==> config.mk <==
export PLATFORM = sky130hd
export DESIGN_NAME = mtx4_merge
export DESIGN_NICKNAME = d
export VERILOG_FILES = /design/src/sv/mtx4_pkg.sv /design/src/sv/mtx4_merge.sv
export SDC_FILE = /design/constraint.sdc
export NUM_CORES = 1
export LEC_CHECK = 0
export BUFFER_PORTS_ARGS = -buffer_cell sky130_fd_sc_hd__buf_2
export CORE_AREA = 2 2 153 155
export DETAILED_ROUTE_END_ITERATION = 7
export DIE_AREA = 0 0 155 157
export SYNTH_ARGS = -nofsm -noshare
export SYNTH_HDL_FRONTEND = slang
export SYNTH_SLANG_ARGS = --single-unit
==> constraint.sdc <==
create_clock -name clk -period 1.49 [get_ports clk]
set_input_delay 0.298 -clock clk [delete_from_list [all_inputs] [get_ports clk]]
set_output_delay 0.298 -clock clk [all_outputs]
set_load 0.01 [all_outputs]
==> src/sv/mtx4_pkg.sv <==
// Shared constants and control types for the 4x4 fixed-point matrix multiplier.
// No dependencies; imported by the lane, merge and top-level modules.
package mtx4_pkg;

	localparam int DIM       = 4;
	localparam int ROW_BITS  = 2;
	localparam int FRAC_BITS = 16;

	// Controller states
	localparam logic ST_LOAD = 1'b0;
	localparam logic ST_RUN  = 1'b1;

	// Row tag that travels down the pipeline next to the data
	typedef struct packed {
		logic [ROW_BITS-1:0] row;
		logic                last;
	} row_ctl_t;

endpackage

==> src/sv/mtx4_merge.sv <==
// Merge stage: shifts and saturates the four lane sums into one output row register.
// Depends on mtx4_pkg.
module mtx4_merge import mtx4_pkg::*; #(
	parameter int WORD_BITS = 32
) (
	input  logic                          clk,
	input  logic                          en,
	input  logic signed [2*WORD_BITS+1:0] sum [DIM],
	input  row_ctl_t                      ctl,
	output logic signed [WORD_BITS-1:0]   c_q [DIM],
	output row_ctl_t                      ctl_q
);

	localparam int SW = 2 * WORD_BITS + 2;

	logic signed [SW-1:0]        shifted [DIM];
	logic signed [WORD_BITS-1:0] sat     [DIM];

	always_comb begin
		for (int c = 0; c < DIM; c++) begin
			shifted[c] = sum[c] >>> FRAC_BITS;
			// Fits when every bit above the word's sign bit matches it
			if (shifted[c][SW-1:WORD_BITS-1] == '0 || shifted[c][SW-1:WORD_BITS-1] == '1) begin
				sat[c] = shifted[c][WORD_BITS-1:0];
			end else if (shifted[c][SW-1]) begin
				sat[c] = {1'b1, {(WORD_BITS-1){1'b0}}};
			end else begin
				sat[c] = {1'b0, {(WORD_BITS-1){1'b1}}};
			end
		end
	end

	always_ff @(posedge clk) begin
		if (en) begin
			c_q   <= sat;
			ctl_q <= ctl;
		end
	end

endmodule

# Word-level counts from Yosys, hierarchy flattened
# Index checks and enable logic that the tools add are counted.
# word_totals
output_inout_bits,131
reg_bits,131
inputBits,269
word_cells,26
# classes
eq_ne,4
n_mux,8
reduce_logical,8
# ops
op,n
$mux 32,8
$eq 35x35->1 const B,4
$logic_not 35->1,4
$logic_or 1x1->1,4

# Longest topological paths before layout
# Gate-level depths: netlist of run 1.
# logic_depth
depth_word,3
mapped_depth,6
mapped_depth_nobuf,5

# Least setup slack after synthesis of run 1
# OpenSTA, ideal clock, no wires.
# synth_timing
path_kind,input port to flip-flop
startpoint,in sum[189] (netlist bit)
endpoint,reg c_q[65] (netlist bit) (data pin)
slack_ps,-106
arrival_time_ps,1341
setup_ps,254
required_time_ps,1236
path_stages,6
n_path_buf,1
cell_sequence,nor4_1 > nand4_1 > nor4_2 > a311oi_2 > buf_6 > a21o_2
# synth_rtl
item,line,rtl
from (decl),mtx4_merge.sv:8,"input logic signed [2*WORD_BITS+1:0] sum [DIM],"
to (signal assigned),mtx4_merge.sv:35,c_q <= sat;
to (decl),mtx4_merge.sv:10,"output logic signed [WORD_BITS-1:0] c_q [DIM],"

==> flow_metrics.tcl, run 1 <==
set metrics [dict create \
    postSynthAreaPerCell_sq_um 16.56 \
    clk_path_buf_depth 2 \
    worstPathMaxFanout 6 \
    cts_hold_buf 0 \
    initial_core_util 0.2509 \
    via_per_inst 4.456 \
    numCtsBuffers 17 \
    drc_errors 0 \
    grt_start_max_net_pins 49 \
    tightest_slew_ps 626.2 \
    met3_usage 0.05039 \
    synthCells 341 \
    globalRoute.totalOverflow 0 \
    first_global_vias 4583 \
    hp-class "input port to flip-flop" \
    grt_util_met1 0.1347 \
    grt_pass1_wl_um 23670 \
    fin_crit_sh 0.9841 \
    post-route-util 0.4019 \
    cts-root-buf "clkbuf_16" \
    drt_pre_antenna_iters 4 \
    use_met2 0.2193 \
    cp-start-kind "input port" \
    worst-setup-path-type "input port to flip-flop" \
    place_hpwl_um 11910 \
    final_max_slew_viol_count 0 \
    rsz0062_at_grt "true" \
    chipHeight_um 157 \
    grt.total_usage 0.1254 \
    dpl_cell_area_sq_um 7985 \
    fin_nets 976 \
    drt-wirelength-per-cell_um 16.09 \
    ant_nets 0 \
    cts_tree "built" \
    h-tree-depth 4 \
    peakVddDrop_v 0.0006031 \
    multiInputGateArea_sq_um 1857 \
    cts.clk_slew.worst_paths_ps 60 \
    maxCapViolations 0 \
    rows 55 \
    status "completed" \
    pre_cts_ws_ps -482.1 \
    fp.dieW_um 155 \
    seq_area_frac_synth 0.6967 \
    holdWs_ps 65.62 \
    seq_area_sq_um 3934 \
    fin_crit_ps 1466 \
    vias 4478 \
    first_iter_violations 190 \
    ys_types 17 \
    slew_headroom 0.5825 \
    p_leak_nw 4.116 \
    syn-cell-area_sq_um 5647 \
    syn_to_final_growth_pct 60.16 \
    layout_setup_ws_ps 23.65 \
    grt_antenna_before_repair 2 \
    gp_congestion 0.7678 \
    grt-busiest-layer "met2" \
    io_pins 400 \
    numPortBuffers 335 \
    die-area_sq_um 24340 \
    end_kind "flip-flop" \
    ys_ff_latch 131 \
    yosysWarnings 0 \
    finalSetupViolations 0 \
    drive_above_1_share 0.7153 \
    cp_data_arrival_time_ps 1630 \
    final_common_cell "buf_2" \
    drt_wl_total_um 16170 \
    fill_cells 2160 \
    core_area_sq_um 22500 \
    powerDensity_nw_per_um2 1128 \
    hold_viol 0 \
    clock-sinks 131 \
    fin_area_sq_um 9044 \
    syn-num-nets 610 \
    required_ps 1650 \
    fmax_mhz 682.0 \
    n_antenna_cell 0 \
    layout_common_cells "324 x buf_2, 131 x edfxtp_1, 49 x a21o_2" \
]
==> final timing paths <==
check	start	to	slack, ps	cells after the start
worst min-delay path	ctl[1]	ctl_q[1]	70	1
worst max-delay path	sum[123]	c_q[38]	20	8
==> what timing repair did <==
action                     in CTS  in global routing
cloned                          0                  5
buffers inserted                0                  1
setup endpoints to repair      29                 93
pin swaps                       0                  1
resized for setup               1                 59
==> cell type report <==
type / count / area share
clock buffer: 17 / 0.04704
multi-input combinational: 182 / 0.2053
sequential: 131 / 0.4350
tap: 285 / 0.03943
timing repair buffer: 375 / 0.2504
clock inverter: 15 / 0.02283
==> routing by layer <==
metal | up-vias | wire length [um]
li1 | 2118 | -
met1 | 2125 | 6298
met2 | 216 | 8057
met3 | 19 | 1465
met4 | 0 | 352
met5 | - | 0
==> critical path, cell delays in order <==
cell,delay (ps)
buf_6,100
nor4_4,280
nand4_1,140
nor4_2,160
buf_4,160
a311oi_4,80
clkbuf_16,220
a21o_2,180
==> flip-flops by register name, summed over array words and instances (netlist names) <==
| name | flops |
|---|---|
| c_q | 128 |
| ctl_q | 3 |
==> cells by family after synthesis <==
| kind of cell | Yosys count | share of synthesized area |
|---|---|---|
| AND/OR/NAND/NOR | 51 | 0.05783 |
| buffers and inverters | 28 | 0.04808 |
| AO/OA/AOI/OAI | 131 | 0.1974 |
| flip-flops | 131 | 0.6967 |
==> power breakdown <==
part / leakage (nW) / internal, mW / switching [mW]
Sequential: 1.28 / 4.38 / 0.0670
Combinational: 2.53 / 0.658 / 0.638
Clock: 0.304 / 2.82 / 1.63
Total: 4.12 / 7.86 / 2.34
==> per-stage QoR <==
stage,power (mW),TNS (ps),instances
final,10.20,0,1005
after CTS,10.25,0,999
after global placement,5.706,-42880,967
after floorplan,4.945,-8611,341
after global routing,10.62,-4005,1005
after detailed placement,5.726,-45720,967
==> synthesized netlist by cell type <==
master | instances | area, sq um
nand4_1 | 20 | 125.1
a41o_1 | 1 | 10.01
a311oi_2 | 3 | 45.04
dlygate4sd1_1 | 1 | 8.760
nor4_1 | 17 | 106.4
buf_2 | 2 | 10.01
buf_6 | 18 | 202.7
nor2_1 | 7 | 26.28
edfxtp_1 | 131 | 3934
a21o_1 | 42 | 315.3
nor4_2 | 4 | 50.05
a31o_2 | 3 | 26.28
and3_1 | 3 | 18.77
a21o_2 | 82 | 718.2
clkbuf_1 | 2 | 7.510
dlygate4sd3_1 | 2 | 20.02
buf_4 | 3 | 22.52
(Power assumes the default switching activity.)
==> inputs of run 2 (changes only) <==
Settings changed: ABC_AREA set to 1, CORE_AREA 2 2 153 155 to 2 2 155 157, DIE_AREA 0 0 155 157 to 0 0 157 159.
==> flow_metrics.tcl, run 2 <==
set metrics [dict create \
    status "completed" \
    power.switching_mw 2.268 \
    first_global_vias 4907 \
    die-area_sq_um 24960 \
    synth_ff_type "edfxtp_1" \
    end_kind "output pin" \
    drt_wl_total_um 16680 \
    yosysWarnings 0 \
    yosysMostFrequentCell "nand2_1" \
    syn_to_final_growth_pct 49.35 \
    globalRoute.totalOverflow 0 \
    internal-power_mw 8.184 \
    syn-cell-area_sq_um 5783 \
    pwr-share-clk 0.469 \
    worst-setup-path-type "flip-flop to output pin" \
    gp_congestion 0.8454 \
    cp_data_arrival_time_ps 1060 \
    yosys.area_share.xor_xnor 0 \
    ant_nets 0 \
    maxCapViolations 0 \
    postSynthAreaPerCell_sq_um 10.65 \
    cts_resized 0 \
    synthCells 543 \
    synthTopCellsByArea "edfxtp_1 68%, nand2_1 19%, buf_6 4.1%" \
    cp-start-kind "flip-flop" \
    tightest_slew_ps 346.8 \
    h-tree-depth 4 \
    syn-num-nets 812 \
    cts_tree "built" \
    hold_viol 0 \
    numPortBuffers 335 \
    drc_errors 0 \
    synth_largest_area_cell "edfxtp_1" \
    place_hpwl_um 13060 \
    synthArstFlopShare 0 \
    post_cts_buffers 0 \
    initial_core_util 0.2494 \
    synth_top_family_by_area "simple AND/OR/NAND/NOR gates" \
    finalSetupViolations 0 \
    reg.largest.list "c_q x128, ctl_q x3" \
    required_ps 1190 \
    final_max_slew_viol_count 0 \
    placedCellCount 1201 \
    fill_cells 2374 \
    layout_common_cells "334 x buf_2, 288 x nand2_1, 131 x edfxtp_1" \
    via_per_inst 4.053 \
    netlist_top_cells_count "288 x nand2_1, 131 x edfxtp_1, 56 x nor2_1" \
    fin_nets 1170 \
    grt_pass1_wl_um 24770 \
    hold-path-cell-count 1 \
    synth_edf_count 131 \
    synthMuxAreaShare 0 \
    cts.clk_slew.worst_paths_ps 60 \
    switching_share 0.2170 \
    fmax_mhz 735.8 \
    slowest_delay_ps 470 \
    largest_reg_flops 128 \
    numCtsBuffers 17 \
    synth_compound_area_frac 0 \
    p_leak_nw 3.919 \
    vias 4997 \
    io_pins 400 \
    first_iter_violations 225 \
    drive_above_1_share 0.4463 \
    hp-class "input port to flip-flop" \
    powerDensity_nw_per_um2 1210 \
    clk_path_buf_depth 2 \
    cts-root-buf "clkbuf_16" \
    core_area_sq_um 23190 \
    fin_crit_ps 1359 \
    synthSimpleGateAreaFrac 0.2640 \
    rows 56 \
    drt-wirelength-per-cell_um 13.53 \
    crit_cells 1 \
    crit_chain "buf_2" \
    regMostFlops "c_q" \
    grt.total_usage 0.1282 \
    synthAdderAreaFrac 0 \
    grt_antenna_before_repair 3 \
    drt_pre_antenna_iters 4 \
    synth_top_area_frac 0.6802 \
    clock-sinks 131 \
    ys_ff_latch 131 \
    worstPathMaxFanout 1 \
    critPathTopFamily "flip-flops" \
    fin_area_sq_um 8637 \
    cts_hold_buf 0 \
    chipHeight_um 159 \
    p_seq_frac 0.426 \
    slowest_stage "edfxtp_1" \
    comb_power_share 0.105 \
    fin_crit_sh 0.9122 \
    path_buf_inv 1 \
    final_common_cell "buf_2" \
    seq_area_frac_synth 0.6802 \
    grt_start_max_net_pins 32 \
    ys_types 14 \
    slew_headroom 0.7686 \
    fp.dieW_um 157 \
    rsz0062_at_grt "false" \
    layout.cells.non_filler 1233 \
    peakVddDrop_v 0.0005975 \
    dpl_cell_area_sq_um 7950 \
]
run 2: final timing paths:
| kind | slack, ps | startpoint | endpoint |
|---|---|---|---|
| setup / recovery | 130 | ctl_q[2] | ctl_q[2] |
| hold / removal | 70 | ctl[2] | ctl_q[2] |
run 2: cell type report:
class / count / area, sq um / area share
flip-flops and latches: 131 / 3934 / 0.4555
diodes: 2 / 5.005 / 0.0005795
repair buffers: 367 / 2061 / 0.2386
well taps: 319 / 399.1 / 0.04621
multi-input cells: 376 / 1526 / 0.1767
inverters: 8 / 30.03 / 0.003477
clock inverters: 13 / 256.5 / 0.02970
clock buffers: 17 / 425.4 / 0.04925
run 2: cells by family after synthesis:
group                  after synthesis
DFF                                131
and+or+nand+nor                    376
buffers and inverters               36
run 2: per-layer routing:
metal / track usage / share of wire
met1: 0.1424 / 0.40
met2: 0.2217 / 0.49
met3: 0.04790 / 0.095
met4: 0.04879 / 0.015
met5: 0 / 0.0011
run 2: metrics by stage:
stage	hold WS, ps	total power [mW]	setup WS [ps]	TNS (ps)	utilization
2_1_floorplan	396.9	4.888	182.3	0	-
6_report	67.63	10.45	130.9	0	0.3724
3_3_place_gp	475.5	5.623	-65.90	-2713	0.3428
3_5_place_dp	476.2	5.645	-82.70	-3431	0.3428
5_1_grt	40.70	10.86	85.68	0	0.3723
4_1_cts	39.57	10.62	103.6	0	0.3722
run 2: power by group through the flow:
stage / Combinational, mW / Clock, mW / Sequential [mW]
final: 1.10 / 4.90 / 4.45
after global routing: 1.20 / 5.18 / 4.48
after CTS: 1.12 / 5.05 / 4.46
after detailed placement: 1.11 / 0 / 4.53
after global placement: 1.10 / 0 / 4.52
after floorplan: 0.192 / 0 / 4.70
==> inputs of run 3 (changes only) <==
Clock period 1.49 ns to 1.7 ns, I/O delays scaled along.
==> flow_metrics.tcl, run 3 (same netlist as run 2, synthesis figures left out) <==
set metrics [dict create \
    fin_area_sq_um 8484 \
    initial_core_util 0.2494 \
    powerDensity_nw_per_um2 1040 \
    finalSetupViolations 0 \
    drt_wl_total_um 16420 \
    grt.total_usage 0.1285 \
    crit_start "ctl_q[2]" \
    fp.dieW_um 157 \
    required_ps 1360 \
    rsz0062_at_grt "false" \
    slew_headroom 0.7807 \
    layout_common_cells "334 x buf_2, 288 x nand2_1, 131 x edfxtp_1" \
    pre_cts_ws_ps 84.88 \
    numPortBuffers 335 \
    hp-class "input port to flip-flop" \
    holdWs_ps 107.1 \
    slowest_stage "edfxtp_1" \
    first_iter_violations 245 \
    drive_above_1_share 0.4384 \
    cp-start-kind "flip-flop" \
    worst-setup-path-type "flip-flop to output pin" \
    n_antenna_cell 0 \
    clk_path_buf_depth 2 \
    placedCellCount 1189 \
    reg.largest.list "c_q x128, ctl_q x3" \
    fin_crit_ps 1360 \
    drt-wirelength-per-cell_um 13.46 \
    post-route-util 0.3658 \
    cts-root-buf "clkbuf_16" \
    maxCapViolations 0 \
    fin_nets 1158 \
    die-area_sq_um 24960 \
    finalSetupTns_ps 0 \
    fmax_mhz 735.4 \
    multiInputGateArea_sq_um 1526 \
    h-tree-depth 4 \
    drc_errors 0 \
    peakVddDrop_v 0.0006390 \
    gp_congestion 0.8533 \
    ant_nets 0 \
    fin_crit_sh 0.7998 \
    final_common_cell "buf_2" \
    core_area_sq_um 23190 \
    dpl_cell_area_sq_um 7848 \
    via_per_inst 4.000 \
    clock-sinks 131 \
    grt_pass1_wl_um 24630 \
    cts_tree "built" \
    p_leak_nw 3.829 \
    crit_chain "buf_2" \
    numCtsBuffers 17 \
    grt_start_max_net_pins 34 \
    cts_resized 0 \
    layout.cells.non_filler 1220 \
    worstPathMaxFanout 1 \
    globalRoute.totalOverflow 0 \
    place_hpwl_um 12740 \
    tightest_slew_ps 328.6 \
    largest_reg_flops 128 \
    hold_viol 0 \
    first_global_vias 4841 \
    drt_pre_antenna_iters 4 \
    cts_hold_buf 0 \
    post_cts_buffers 0 \
    vias 4880 \
    end_kind "output pin" \
    slowest_delay_ps 430 \
    final_max_slew_viol_count 0 \
    grt_antenna_before_repair 1 \
    cp_data_arrival_time_ps 1020 \
    critPathTopFamily "flip-flops" \
    cts.clk_slew.worst_paths_ps 60 \
    layout_setup_ws_ps 340.3 \
    fill_cells 2398 \
    regMostFlops "c_q" \
    syn_to_final_growth_pct 46.71 \
    path_buf_inv 1 \
    seq_area_sq_um 3934 \
    holdCritStartpoint "ctl[2]" \
    rows 56 \
    p_total_mw 8.825 \
    status "completed" \
    chipHeight_um 159 \
    io_pins 400 \
]
==> run 3: worst paths after layout <==
kind,to,cells past startpoint,slack [ps]
worst max-delay path,ctl_q[2],1,340
worst min-delay path,ctl_q[2],1,110
==> run 3: power breakdown <==
part	total, mW	switching (mW)	internal, mW
Clock	3.99	1.39	2.60
Sequential	3.90	0.0600	3.84
Combinational	0.941	0.513	0.429
Total	8.83	1.96	6.86
==> run 3: layout make-up <==
type,instances,share of cell area
tap,319,0.04704
clock inverter,13,0.02448
clock buffer,18,0.05058
multi-input combinational,376,0.1799
timing repair buffer,355,0.2308
inverter,8,0.003539
sequential,131,0.4636
==> run 3: routing by layer <==
metal  GRT usage  share of wire  up-vias
li1            -              -     2460
met4     0.04295          0.014        2
met5           0        0.00073        -
met3     0.05171          0.090       18
met1      0.1448           0.40     2186
met2      0.2199           0.49      214
